File: src/hdl/tea_pkg.sv
`timescale 1ns / 1ps

package tea_pkg;

  // Cipher constant added to (or, when decrypting, subtracted from) the running sum once per round.
  localparam logic [31:0] SUM_STEP = 32'h9E37_79B9;

  // The datapath is sized for at most this many rounds.
  localparam logic [6:0] MAX_ROUNDS = 7'd64;

  // Configuration register indexes.
  typedef enum logic [2:0] {
    REG_KEY0   = 3'd0,
    REG_KEY1   = 3'd1,
    REG_KEY2   = 3'd2,
    REG_KEY3   = 3'd3,
    REG_ROUNDS = 3'd4
  } tea_reg_t;

  // Operation selector of an item.
  typedef enum logic {
    OP_ENCRYPT = 1'b0,
    OP_DECRYPT = 1'b1
  } tea_op_t;

  // Sequencer states.
  typedef enum logic {
    ST_IDLE = 1'b0,
    ST_RUN  = 1'b1
  } tea_state_t;

  // Reverses the byte order of a 32-bit word.
  function automatic logic [31:0] swap_bytes(input logic [31:0] w);
    swap_bytes = {w[7:0], w[15:8], w[23:16], w[31:24]};
  endfunction

  // Round mixing function of the cipher.
  function automatic logic [31:0] mix(input logic [31:0] v, input logic [31:0] s,
                                      input logic [31:0] ka, input logic [31:0] kb);
    mix = ((v << 4) + ka) ^ (v + s) ^ ((v >> 5) + kb);
  endfunction

endpackage

File: src/hdl/tea_block_cipher.sv
`timescale 1ns / 1ps

// Channel   Ports                                   Handshake
// input     in_kind, in_word0, in_word1             start high while busy is low
// result    out_word0, out_word1                    out_valid high for one cycle
// config    cfg_index, cfg_data                     cfg_we high, no wait
//
// One shared half-round unit updates one of the two words per cycle, so an
// item with n rounds (n saturated to 64) runs 2n half-rounds in the sequencer
// and its result appears in the cycle after the last half-round. With a round
// count of zero the input words are registered straight to the result.
// Reset is synchronous and active low; it restores the key words to zero and
// the round count to 32. The receiver cannot stall: out_valid lasts one cycle.
module tea_block_cipher (
  input  logic        clk,
  input  logic        rst_n,
  // Input channel
  input  logic        start,
  output logic        busy,
  input  logic        in_kind,
  input  logic [31:0] in_word0,
  input  logic [31:0] in_word1,
  // Result channel
  output logic        out_valid,
  output logic [31:0] out_word0,
  output logic [31:0] out_word1,
  // Configuration port
  input  logic        cfg_we,
  input  logic [2:0]  cfg_index,
  input  logic [31:0] cfg_data
);

  tea_pkg::tea_state_t state_r, state_nxt;

  logic [31:0] key_r [4];
  logic [6:0]  rounds_r;

  logic        kind_r,  kind_nxt;
  logic        phase_r, phase_nxt;
  logic [6:0]  rem_r,   rem_nxt;
  logic [31:0] v0_r,    v0_nxt;
  logic [31:0] v1_r,    v1_nxt;
  logic [31:0] sum_r,   sum_nxt;
  logic        out_valid_r, out_valid_nxt;
  logic [31:0] out_word0_r, out_word0_nxt;
  logic [31:0] out_word1_r, out_word1_nxt;

  logic        accept;
  logic [6:0]  n_rounds;
  logic        upd_v1;
  logic [31:0] operand;
  logic [31:0] target;
  logic [31:0] key_a;
  logic [31:0] key_b;
  logic [31:0] mix_val;
  logic [31:0] step_val;
  logic        last_step;

  assign accept   = start && (state_r == tea_pkg::ST_IDLE);
  assign n_rounds = (rounds_r > tea_pkg::MAX_ROUNDS) ? tea_pkg::MAX_ROUNDS : rounds_r;

  // Shared half-round unit. Encryption updates the first word in phase zero,
  // decryption the second, so the word being updated follows phase xor kind.
  assign upd_v1    = phase_r ^ kind_r;
  assign operand   = upd_v1 ? v0_r : v1_r;
  assign target    = upd_v1 ? v1_r : v0_r;
  assign key_a     = upd_v1 ? key_r[2] : key_r[0];
  assign key_b     = upd_v1 ? key_r[3] : key_r[1];
  assign mix_val   = tea_pkg::mix(operand, sum_r, key_a, key_b);
  assign step_val  = (kind_r == tea_pkg::OP_DECRYPT) ? (target - mix_val)
                                                     : (target + mix_val);
  assign last_step = phase_r && (rem_r == 7'd1);

  // Sequencer: next state, datapath loads and result strobe.
  always_comb begin
    state_nxt     = state_r;
    kind_nxt      = kind_r;
    phase_nxt     = phase_r;
    rem_nxt       = rem_r;
    v0_nxt        = v0_r;
    v1_nxt        = v1_r;
    sum_nxt       = sum_r;
    out_valid_nxt = 1'b0;
    out_word0_nxt = out_word0_r;
    out_word1_nxt = out_word1_r;
    unique case (state_r)
      tea_pkg::ST_IDLE: begin
        if (accept) begin
          kind_nxt  = in_kind;
          phase_nxt = 1'b0;
          rem_nxt   = n_rounds;
          v0_nxt    = tea_pkg::swap_bytes(in_word0);
          v1_nxt    = tea_pkg::swap_bytes(in_word1);
          if (in_kind == tea_pkg::OP_DECRYPT) begin
            sum_nxt = 32'(tea_pkg::SUM_STEP * {25'd0, n_rounds});
          end else begin
            sum_nxt = tea_pkg::SUM_STEP;
          end
          if (n_rounds == 7'd0) begin
            // The two byte swaps cancel, so the words pass straight through.
            out_valid_nxt = 1'b1;
            out_word0_nxt = in_word0;
            out_word1_nxt = in_word1;
          end else begin
            state_nxt = tea_pkg::ST_RUN;
          end
        end
      end
      tea_pkg::ST_RUN: begin
        if (upd_v1) begin
          v1_nxt = step_val;
        end else begin
          v0_nxt = step_val;
        end
        phase_nxt = ~phase_r;
        if (phase_r) begin
          rem_nxt = rem_r - 7'd1;
          if (kind_r == tea_pkg::OP_DECRYPT) begin
            sum_nxt = sum_r - tea_pkg::SUM_STEP;
          end else begin
            sum_nxt = sum_r + tea_pkg::SUM_STEP;
          end
        end
        if (last_step) begin
          state_nxt     = tea_pkg::ST_IDLE;
          out_valid_nxt = 1'b1;
          // The final half-round always updates the second word when
          // encrypting and the first when decrypting.
          if (upd_v1) begin
            out_word0_nxt = tea_pkg::swap_bytes(v0_r);
            out_word1_nxt = tea_pkg::swap_bytes(step_val);
          end else begin
            out_word0_nxt = tea_pkg::swap_bytes(step_val);
            out_word1_nxt = tea_pkg::swap_bytes(v1_r);
          end
        end
      end
      default: begin
        state_nxt = tea_pkg::ST_IDLE;
      end
    endcase
  end

  // Control and configuration registers.
  always_ff @(posedge clk) begin
    if (!rst_n) begin
      state_r     <= tea_pkg::ST_IDLE;
      out_valid_r <= 1'b0;
      key_r[0]    <= 32'd0;
      key_r[1]    <= 32'd0;
      key_r[2]    <= 32'd0;
      key_r[3]    <= 32'd0;
      rounds_r    <= 7'd32;
    end else begin
      state_r     <= state_nxt;
      out_valid_r <= out_valid_nxt;
      if (cfg_we) begin
        unique case (cfg_index)
          tea_pkg::REG_KEY0:   key_r[0] <= cfg_data;
          tea_pkg::REG_KEY1:   key_r[1] <= cfg_data;
          tea_pkg::REG_KEY2:   key_r[2] <= cfg_data;
          tea_pkg::REG_KEY3:   key_r[3] <= cfg_data;
          tea_pkg::REG_ROUNDS: rounds_r <= cfg_data[6:0];
          default: begin
          end
        endcase
      end
    end
  end

  // Datapath registers.
  always_ff @(posedge clk) begin
    kind_r      <= kind_nxt;
    phase_r     <= phase_nxt;
    rem_r       <= rem_nxt;
    v0_r        <= v0_nxt;
    v1_r        <= v1_nxt;
    sum_r       <= sum_nxt;
    out_word0_r <= out_word0_nxt;
    out_word1_r <= out_word1_nxt;
  end

  assign busy      = (state_r == tea_pkg::ST_RUN);
  assign out_valid = out_valid_r;
  assign out_word0 = out_word0_r;
  assign out_word1 = out_word1_r;

endmodule

File: config.mk
export PLATFORM = sky130hd
export DESIGN_NAME = tea_block_cipher
export DESIGN_NICKNAME = d
export VERILOG_FILES = /design/src/hdl/tea_pkg.sv /design/src/hdl/tea_block_cipher.sv
export SDC_FILE = /design/constraint.sdc
export NUM_CORES = 1
export LEC_CHECK = 0
export ABC_CLOCK_PERIOD_IN_PS = 13360
export BUFFER_PORTS_ARGS = -buffer_cell sky130_fd_sc_hd__buf_2
export CAP_MARGIN = 20
export CORE_AREA = 10 10 216 259
export DETAILED_ROUTE_END_ITERATION = 7
export DIE_AREA = 0 0 226 269
export PLACE_DENSITY = 0.69
export SLEW_MARGIN = 20
export SYNTH_ARGS = -nofsm -noshare
export SYNTH_HDL_FRONTEND = slang
export SYNTH_SLANG_ARGS = --single-unit
File: constraint.sdc
create_clock -name clk -period 13.36 [get_ports clk]
set_input_delay 1.336 -clock clk [delete_from_list [all_inputs] [get_ports clk]]
set_output_delay 1.336 -clock clk [all_outputs]
set_load 0.02 [all_outputs]
Yosys cells after proc, flatten, opt, wreduce, memory -nomap -nowiden
Memories as Yosys holds them, arrays and structs flattened.
Index checks and enable logic that the tools add are counted.

operators by class
  add/sub/neg operators = 8
  $mul = 1
  $lt $le $gt $ge = 1
  equality and inequality tests = 11
  muxes and demuxes = 61
  bitwise operators = 9
  reduce and logical (&&, ||, !) cells = 10

operators with widths
  operator                  number
  $mux W32                  25
  $pmux W32 S2              5
  $add A32 B32 Y32          3
  $xor A32 B32 Y32          2
  $add A27 B32 Y32          1
  $add A32 B32 Y32 const B  1
  $mul A32 B7 Y32 const A   1
  $sub A32 B32 Y32          1
  $sub A32 B32 Y32 const B  1
  $mux W1                   24
  $mux W7                   3
  $pmux W7 S2               1
  $reduce_and A2 Y1         5
  $ne A2 B1 Y1 const B      4
  $eq A7 B1 Y1 const B      1
  $gt A7 B7 Y1 const B      1
  $logic_not A7 Y1          1
  $sub A7 B1 Y7 const B     1
  $eq A3 B2 Y1 const B      2
  $pmux W1 S2               3
  $ne A2 B2 Y1 const B      2
  $or A1 B1 Y1              4
  $eq A3 B1 Y1 const B      1
  $eq A3 B3 Y1 const B      1
  other kinds (5)           7

storage, ports and cells
  flip-flop bits (word level) = 178
  RAM bits = 128
  bits of input ports = 104
  output and inout port bits = 66
  memories kept = 1

memories
  memory  depth  width  read ports  clocked after Yosys merged registers in  wr ports  RTL line                text
  key_r   4      32     4           0                                        4         tea_block_cipher.sv:35  logic [31:0] key_r [4];

Depth between registers and ports, before layout
Gate-level depths: netlist (run 1).

  depth after elaboration = 10
  mapped depth = 38
  depth with buffers taken out = 32

Worst setup path after synthesis (run 1)
Ideal clock, no wire load.

  path type = reg2reg
  start = register kind_r
  end = register out_word1_r[7], in the netlist out_word1[7] (data pin)
  setup time = 160 ps
  arrival = 7,374 ps
  data required time = 13,200 ps
  path slack = 5,826 ps
  cell stages (with the launch flop) = 37
  clock period less this slack = 7,534 ps
  cells stage by stage = edfxtp_1 > buf_4 > xnor2_1 > buf_4 > clkbuf_1 > clkbuf_1 > clkbuf_1 > nand2_1 > nand2_1 > ha_1 > a211oi_1 > o21ai_1 > o311ai_2 > o31ai_1 > a221oi_1 > xor2_1 > xnor2_1 > nor2b_1 > and4_1 > nand2_1 > nor2_1 > nor2_1 > xnor2_1 > ha_1 > clkbuf_1 > a21o_1 > a21oi_1 > nor2b_1 > nor4_1 > o211ai_1 > a31o_2 > a21o_1 > nand4_1 > o2bb2ai_1 > xnor2_1 > or3_1 > a41oi_1

on the way
  longest elaborated chain between the ends = 10
  elaborated cells on any way between the ends = 16

RTL lines
  element                                               RTL line                                        text
  from (decl)                                           tea_block_cipher.sv:38                          logic kind_r, kind_nxt;
  from (signal assigned)                                tea_block_cipher.sv:173                         kind_r <= kind_nxt;
  $xor A1 B1 Y1                                         tea_block_cipher.sv:64                          assign upd_v1 = phase_r ^ kind_r;
  $mux W32, on equally long branches                    tea_block_cipher.sv:67, tea_block_cipher.sv:65
  $add A32 B32 Y32                                      tea_pkg.sv:40                                   mix = ((v << 4) + ka) ^ (v + s) ^ ((v >> 5) + kb);
  $xor A32 B32 Y32 (2 in series)                        tea_pkg.sv:40
  $add A32 B32 Y32 or $sub A32 B32 Y32 (tied branches)  tea_block_cipher.sv:71, tea_block_cipher.sv:70
  $mux W32                                              tea_block_cipher.sv:70                          assign step_val = (kind_r == tea_pkg::OP_DECRYPT) ? (target - mix_val)
  $mux W32 *                                            tea_block_cipher.sv:129                         if (upd_v1) begin
  $mux W32 *                                            tea_block_cipher.sv:124                         if (last_step) begin
  $pmux W32 S2 *                                        tea_block_cipher.sv:86                          unique case (state_r)
  named net out_word1_nxt[7]                            tea_block_cipher.sv:46                          logic [31:0] out_word1_r, out_word1_nxt;
  to (signal assigned)                                  tea_block_cipher.sv:180                         out_word1_r <= out_word1_nxt;
  to (decl)                                             tea_block_cipher.sv:46

The timed path passes the listed nets; every way through them passes the cells marked *. The select of a mux whose other input is x is not followed.
A chain may end at the register's enable or synchronous reset.

Worst setup path in the final report (run 1)
Same ends and word-level chain as after synthesis.

==> run_results.csv, run 1 <==
group,metric,value,unit
status,status,"complete, no violations",
place,gp_congestion,0.964,
critical_path,start_kind,"flip-flop",
min_path,hold_class,"flip-flop to flip-flop",
drt,drc,0,
place,io_buffers,169,
yosys,ys_seq_area_share,36.1,%
clock_tree,postCtsResizedCells,0,
global_routing,grt_usage,25.8,%
clock_tree,cts_sinks,306,
yosys,synth_area_leader_cell,"edfxtp_1",
clock_tree,cts.reportedPaths.clkPinSlew,0.06,ns
global_routing,antenna_found_initial,3,
floorplan,num_rows,91,
timing,rsz0062_at_grt,"false",
yosys,ys_ff_latch,306,
floorplan,die_width,226,um
clock_tree,cts_buffer_depth,3,
yosys,ys_types,84,
critical_path,r2r-end,"out_word1[7]",
timing,fin_setup_tns,0,ns
timing,slew_headroom,31.3,%
yosys,syn_nets,3163,
drt,routed_via_density,5.82,
global_routing,grt_max_degree,112,
min_path,hold_depth,2,
drt,drt-total-wl,79800,um
cells_and_area,final_layout_size_suffix_gt1_share,9.88,%
critical_path,cp.required,13.61,ns
clock_tree,cts_tree,"done",
clock_tree,postCtsHoldBufs,0,
critical_path,critPathKind,"flip-flop to flip-flop",
critical_path,cp_common_cell,"buf_4",
yosys,yosys_warnings,0,
yosys,synth_cells,2788,
global_routing,grt_pass1_vias,20499,
global_routing,grt-ovfl-total,0,
cells_and_area,fin_nets,3293,
timing,finalHoldViolCount,0,
floorplan,fp.dieArea,60800,um^2
drt,wl_per_cell,22.2,um
yosys,syn_area,25200,um^2
clock_tree,numCtsBuffers,34,
yosys,synth_edf_count,297,
critical_path,cp_slowest_cell,"nor4_1",
critical_path,crit_path_max_incr_delay,0.85,ns
timing,worstMarginPinSlew,1.02,ns
place,dp_hpwl,62900,um
timing,max_freq,110,MHz
critical_path,cp.arrival,9.32,ns
critical_path,reg2reg_depth,35,
cells_and_area,areaGrowthSynthToFinish,10.5,%
critical_path,r2r_start,"kind_r",
clock_tree,cts_root_buf,"clkbuf_16",
drt,drtIter0Drc,1854,
floorplan,start_util,49.5,%
drt,via_count,20924,
min_path,min_to,"rounds_r[4]",
timing,fin_skew,0.0229,ns
floorplan,die_y,269,um
global_routing,grt_pass1_wl,121000,um
clock_tree,h-tree-depth,2,
drt,drtPass1Iterations,7,
clock_tree,postCtsSetupBuffers,0,
drt,antenna_left,0,
critical_path,path_max_fanout,58,
timing,post-route-period-util,67.9,%
yosys,async_flop_share,0,%
floorplan,io_pins,170,
critical_path,crit_path_end_kind,"flip-flop",
timing,slew_viol_final,0,
min_path,hold_start,"rounds_r[4]",
critical_path,r2r_slack,4.29,ns
timing,period_minus_slack,9.07,ns
yosys,synth_ff_type,"edfxtp_1",
run,max_cap_viol_count,0,
floorplan,coreArea,50900,um^2
timing,setup_violations,0,
yosys,avgSynthCellArea,9.04,um^2
yosys,ys_top_cells_by_area,"edfxtp_1 35%, ha_1 11%, nand2_1 8.1%",
yosys,synth_top_area_share,35.4,%
clock_tree,clkLatencyLatePin,0.57,ns
-- per-layer routing --
metal,vias up,share of wire [%],global-route usage [%]
li1,10006,-,-
met1,10092,42,31.9
met2,698,49,45.2
met3,122,5.9,4.08
met4,6,2.9,8.42
met5,-,0.056,0
-- cell type report --
| class | count | area (um^2) |
|---|---|---|
| Clock buffer | 39 | 870 |
| Tap cell | 651 | 815 |
| Antenna cell | 1 | 2.50 |
| Fill cell | 4565 | 23000 |
| Clock inverter | 23 | 211 |
| Timing Repair Buffer | 197 | 1070 |
| Multi-Input combinational cell | 2212 | 15200 |
| Sequential cell | 306 | 9100 |
| Inverter | 167 | 627 |
-- sequential cells by signal, summed over array words and instances, names as in the netlist --
register and cells:
busy 1, key_r 128, v0_r 32, out_valid 1
phase_r 1, rounds_r 7, v1_r 32, rem_r 7
out_word1 32, sum_r 32, out_word0 32, kind_r 1
-- worst max-delay path by stage --
stage / start / end / slack, ns / cells past startpoint
6_report: kind_r / out_word1[7] / 4.29 / 35
3_5_place_dp: kind_r / out_word1[7] / 4.56 / 35
4_1_cts: kind_r / out_word1[7] / 4.53 / 35
5_1_grt: kind_r / out_word1[7] / 3.61 / 33
3_3_place_gp: kind_r / out_word1[7] / 4.70 / 35
2_1_floorplan: kind_r / out_word1[7] / 5.83 / 36
-- layout by cell type (no fill, tap or decap), types with 69 or more instances in the layout --
| cell | synthesis | layout |
|---|---|---|
| o21ai_0 | 153 | 151 |
| nor2_1 | 141 | 140 |
| a21oi_1 | 166 | 165 |
| xor2_1 | 86 | 86 |
| buf_2 | 0 | 169 |
| ha_1 | 222 | 222 |
| edfxtp_1 | 297 | 297 |
| a21o_1 | 69 | 69 |
| nand2_1 | 546 | 546 |
| xnor2_1 | 176 | 175 |
| inv_1 | 166 | 166 |
| and2_1 | 139 | 139 |
-- metrics by stage --
step	instance area, um^2	util, %	instances	hold WS (ns)	setup WS, ns
6_report	27800	54.7	3596	0.521	4.29
5_1_grt	27800	54.7	3595	0.545	3.61
4_1_cts	27800	54.7	3595	0.525	4.53
3_5_place_dp	26800	52.6	3533	0.507	4.56
3_3_place_gp	26700	52.6	3532	0.506	4.70
2_1_floorplan	25200	-	2788	0.457	5.83
-- synthesized netlist by cell type, drive strengths merged, types with 4 or more instances --
| cell type | count |
|---|---|
| and2 | 139 |
| a211o | 4 |
| o21ai | 159 |
| dfxtp | 9 |
| o21bai | 22 |
| nor3 | 33 |
| a221oi | 4 |
| edfxtp | 297 |
| nand2b | 30 |
| a22oi | 17 |
| or2 | 10 |
| fa | 49 |
| a21boi | 7 |
| nor4 | 6 |
| xnor3 | 6 |
| o2111ai | 5 |
| nor2b | 23 |
| a21oi | 167 |
| buf | 15 |
| a211oi | 18 |
| clkbuf | 88 |
| and3 | 21 |
| o31ai | 12 |
| nor2 | 141 |
| nand3 | 29 |
| mux2 | 4 |
| and4 | 7 |
| ha | 222 |
| inv | 166 |
| a31oi | 58 |
| nand2 | 546 |
| xor2 | 87 |
| a21o | 69 |
| o21a | 25 |
| xnor2 | 178 |
| mux2i | 22 |
| or3 | 8 |
| nand4 | 17 |
| o22ai | 12 |
| o211ai | 11 |
-- kinds of logic (layout without fill, tap and decap cells) --
logic type	Yosys count	count (layout)	share of synthesized area, %
compound gates	624	624	15.5
xor+xnor	271	271	9.88
fa+ha+maj	271	271	14.9
buf+inv	270	426	4.08
flops	306	306	36.1
mux	26	26	1.08
other cells	2	3	0.0298
simple gates	1018	1018	18.4
-- critical path: cells and delay by family (launching register included) --
family / cells / cell delay, ns
AO/OA/AOI/OAI: 9 / 1.68
adder cells (fa/ha/maj): 3 / 1.05
AND/OR/NAND/NOR: 12 / 2.84
multiplexers: 1 / 0.19
buffers and inverters: 5 / 1.35
XOR/XNOR: 5 / 1.26
flip-flops: 1 / 0.32
Power of run 1 is not shown: default switching activity piles up to over one toggle a cycle in this logic, so the estimate is an artifact.
==> run 2: changes to the inputs <==
--- a/config.mk
+++ b/config.mk
@@ -5,13 +5,13 @@
 export SDC_FILE = /design/constraint.sdc
 export NUM_CORES = 1
 export LEC_CHECK = 0
-export ABC_CLOCK_PERIOD_IN_PS = 13360
+export ABC_CLOCK_PERIOD_IN_PS = 7970
 export BUFFER_PORTS_ARGS = -buffer_cell sky130_fd_sc_hd__buf_2
 export CAP_MARGIN = 20
 export CORE_AREA = 10 10 216 259
 export DETAILED_ROUTE_END_ITERATION = 7
 export DIE_AREA = 0 0 226 269
-export PLACE_DENSITY = 0.69
+export PLACE_DENSITY = 0.71
 export SLEW_MARGIN = 20
 export SYNTH_ARGS = -nofsm -noshare
 export SYNTH_HDL_FRONTEND = slang
==> constraint.sdc (replaced) <==
create_clock -name clk -period 7.97 [get_ports clk]
set_input_delay 0.797 -clock clk [delete_from_list [all_inputs] [get_ports clk]]
set_output_delay 0.797 -clock clk [all_outputs]
set_load 0.02 [all_outputs]
==> run 2 against run 1 <==
Core utilization is 0.70 points higher. Worst setup slack worse by 3.8 ns. Via count is 0.22% lower. Sequential share of layout area is 0.41 points lower. Count of clock-buffer cells in the layout is 10 higher. Routed wire length is 1.7% lower. Worst hold slack better by 0.0083 ns. Maximum frequency is 21% higher. Critical path depth is 4 lower. Final area is 1.3% higher. Critical endpoint unchanged.
==> run_results.csv, run 2 (synthesized netlist as in run 1, its figures left out) <==
group,metric,value,unit
global_routing,grt_pass1_wl,120000,um
critical_path,cpLargestDelayFamily,"compound AO/OA/AOI/OAI gates",
place,gp_congestion,0.981,
place,place_ws,0.277,ns
timing,post-route-period-util,94.2,%
timing,slew_headroom,35.5,%
timing,fin_skew,0.0189,ns
drt,drt-total-wl,78500,um
cells_and_area,areaGrowthSynthToFinish,11.9,%
place,dp.cells,3542,
place,dp_hpwl,62000,um
floorplan,start_util,49.5,%
critical_path,start_kind,"flip-flop",
floorplan,die_width,226,um
cells_and_area,antenna_cells,0,
drt,drtPass1Iterations,6,
drt,antenna_left,0,
timing,worstMarginPinSlew,0.968,ns
clock_tree,h-tree-depth,2,
place,io_buffers,169,
timing,holdWs,0.529,ns
timing,slew_viol_final,0,
clock_tree,cts_root_buf,"clkbuf_16",
clock_tree,cts_sinks,306,
min_path,hold_class,"flip-flop to flip-flop",
cells_and_area,fin_nets,3308,
critical_path,critPathKind,"flip-flop to flip-flop",
global_routing,grt_max_degree,118,
global_routing,antenna_found_initial,1,
critical_path,cp.arrival,7.77,ns
cells_and_area,most-common-layout-cells,"545 x nand2_1, 297 x edfxtp_1, 221 x ha_1",
global_routing,grt_usage,25.4,%
timing,setup_slack,0.464,ns
floorplan,coreArea,50900,um^2
floorplan,die_y,269,um
cells_and_area,layout.area.seq,9100,um^2
floorplan,fp.dieArea,60800,um^2
timing,period_minus_slack,7.51,ns
critical_path,path_max_fanout,42,
drt,via_count,20879,
cells_and_area,final_layout_size_suffix_gt1_share,10.8,%
timing,setup_violations,0,
cells_and_area,multi_input_area,15300,um^2
critical_path,crit_buf_inv,3,
floorplan,num_rows,91,
clock_tree,cts_tree,"done",
cells_and_area,regMostFlops,"key_r",
drt,drc,0,
global_routing,grt-ovfl-total,0,
timing,finalHoldViolCount,0,
cells_and_area,final_common_cell,"nand2_1",
clock_tree,postCtsHoldBufs,0,
status,status,"complete, no violations",
cells_and_area,fillers,4502,
drt,wl_per_cell,21.7,um
cells_and_area,fin_cells,3609,
critical_path,crit_path_end_kind,"flip-flop",
clock_tree,numCtsBuffers,34,
timing,max_freq,133,MHz
critical_path,crit_path_max_incr_delay,0.46,ns
cells_and_area,largest_reg_flops,128,
floorplan,io_pins,170,
run,max_cap_viol_count,0,
clock_tree,clkLatencyLatePin,0.56,ns
global_routing,grt_pass1_vias,20500,
clock_tree,cts_buffer_depth,3,
clock_tree,cts.reportedPaths.clkPinSlew,0.06,ns
drt,drtIter0Drc,2076,
critical_path,cp.required,8.24,ns
drt,routed_via_density,5.79,
critical_path,cp_slowest_cell,"edfxtp_1",
-- run 2: changes by cell type in the layout (fill, tap and decap cells not counted), moves of 2 or more --
cell	change
clkbuf_16	+3
clkbuf_8	+3
clkinv_2	-3
buf_4	+9
clkinv_1	-5
buf_12	+4
xnor2_2	+4
clkbuf_1	+4
xnor2_1	-5
inv_16	-2
inv_6	-2
bufinv_16	+2
-- run 2: metrics by stage --
stage | util, % | TNS [ns] | area, um^2
3_3_place_gp | 52.8 | 0 | 26900
3_5_place_dp | 52.8 | 0 | 26900
2_1_floorplan | - | 0 | 25200
6_report | 55.4 | 0 | 28200
4_1_cts | 55.1 | 0 | 28000
5_1_grt | 55.4 | -0.0129 | 28200
-- run 2: worst paths after layout --
path	slack [ns]	depth (start not counted)	endpoint	startpoint
setup / recovery	0.46	31	out_word1[7]	phase_r
hold / removal	0.53	2	rounds_r[2]	rounds_r[2]
setup reg to reg	0.46	31	out_word1[7]	phase_r
hold reg to reg	0.53	2	rounds_r[2]	rounds_r[2]
-- run 2: tightest hold or removal path: cells and delay by family, from the launching register on --
kind / cells / cell delay, ns
multiplexers: 1 / 0.12
flip-flops: 1 / 0.31
AND/OR/NAND/NOR: 1 / 0.06
-- run 2: metal layers --
layer  wire, um  global-route usage, %
met1      33700                   33.0
met2      37500                   43.4
met3       4970                   3.31
met4       2320                   7.55
met5          0                      0
-- run 2: cell type report --
cell class                      instances  share of cell area (%)
Inverter                              167                    2.22
Clock buffer                           49                    3.55
Sequential cell                       306                    32.3
Clock inverter                         12                   0.572
Multi-Input combinational cell       2212                    54.1
Tap cell                              651                    2.89
Timing Repair Buffer                  212                    4.41
-- run 2: timing repair --
item | 4_1_cts | 5_1_grt
setup buffers | 0 | 6
setup endpoints to repair | 0 | 8
gates resized for setup | 0 | 21
Power of run 2 is left out for the same reason.
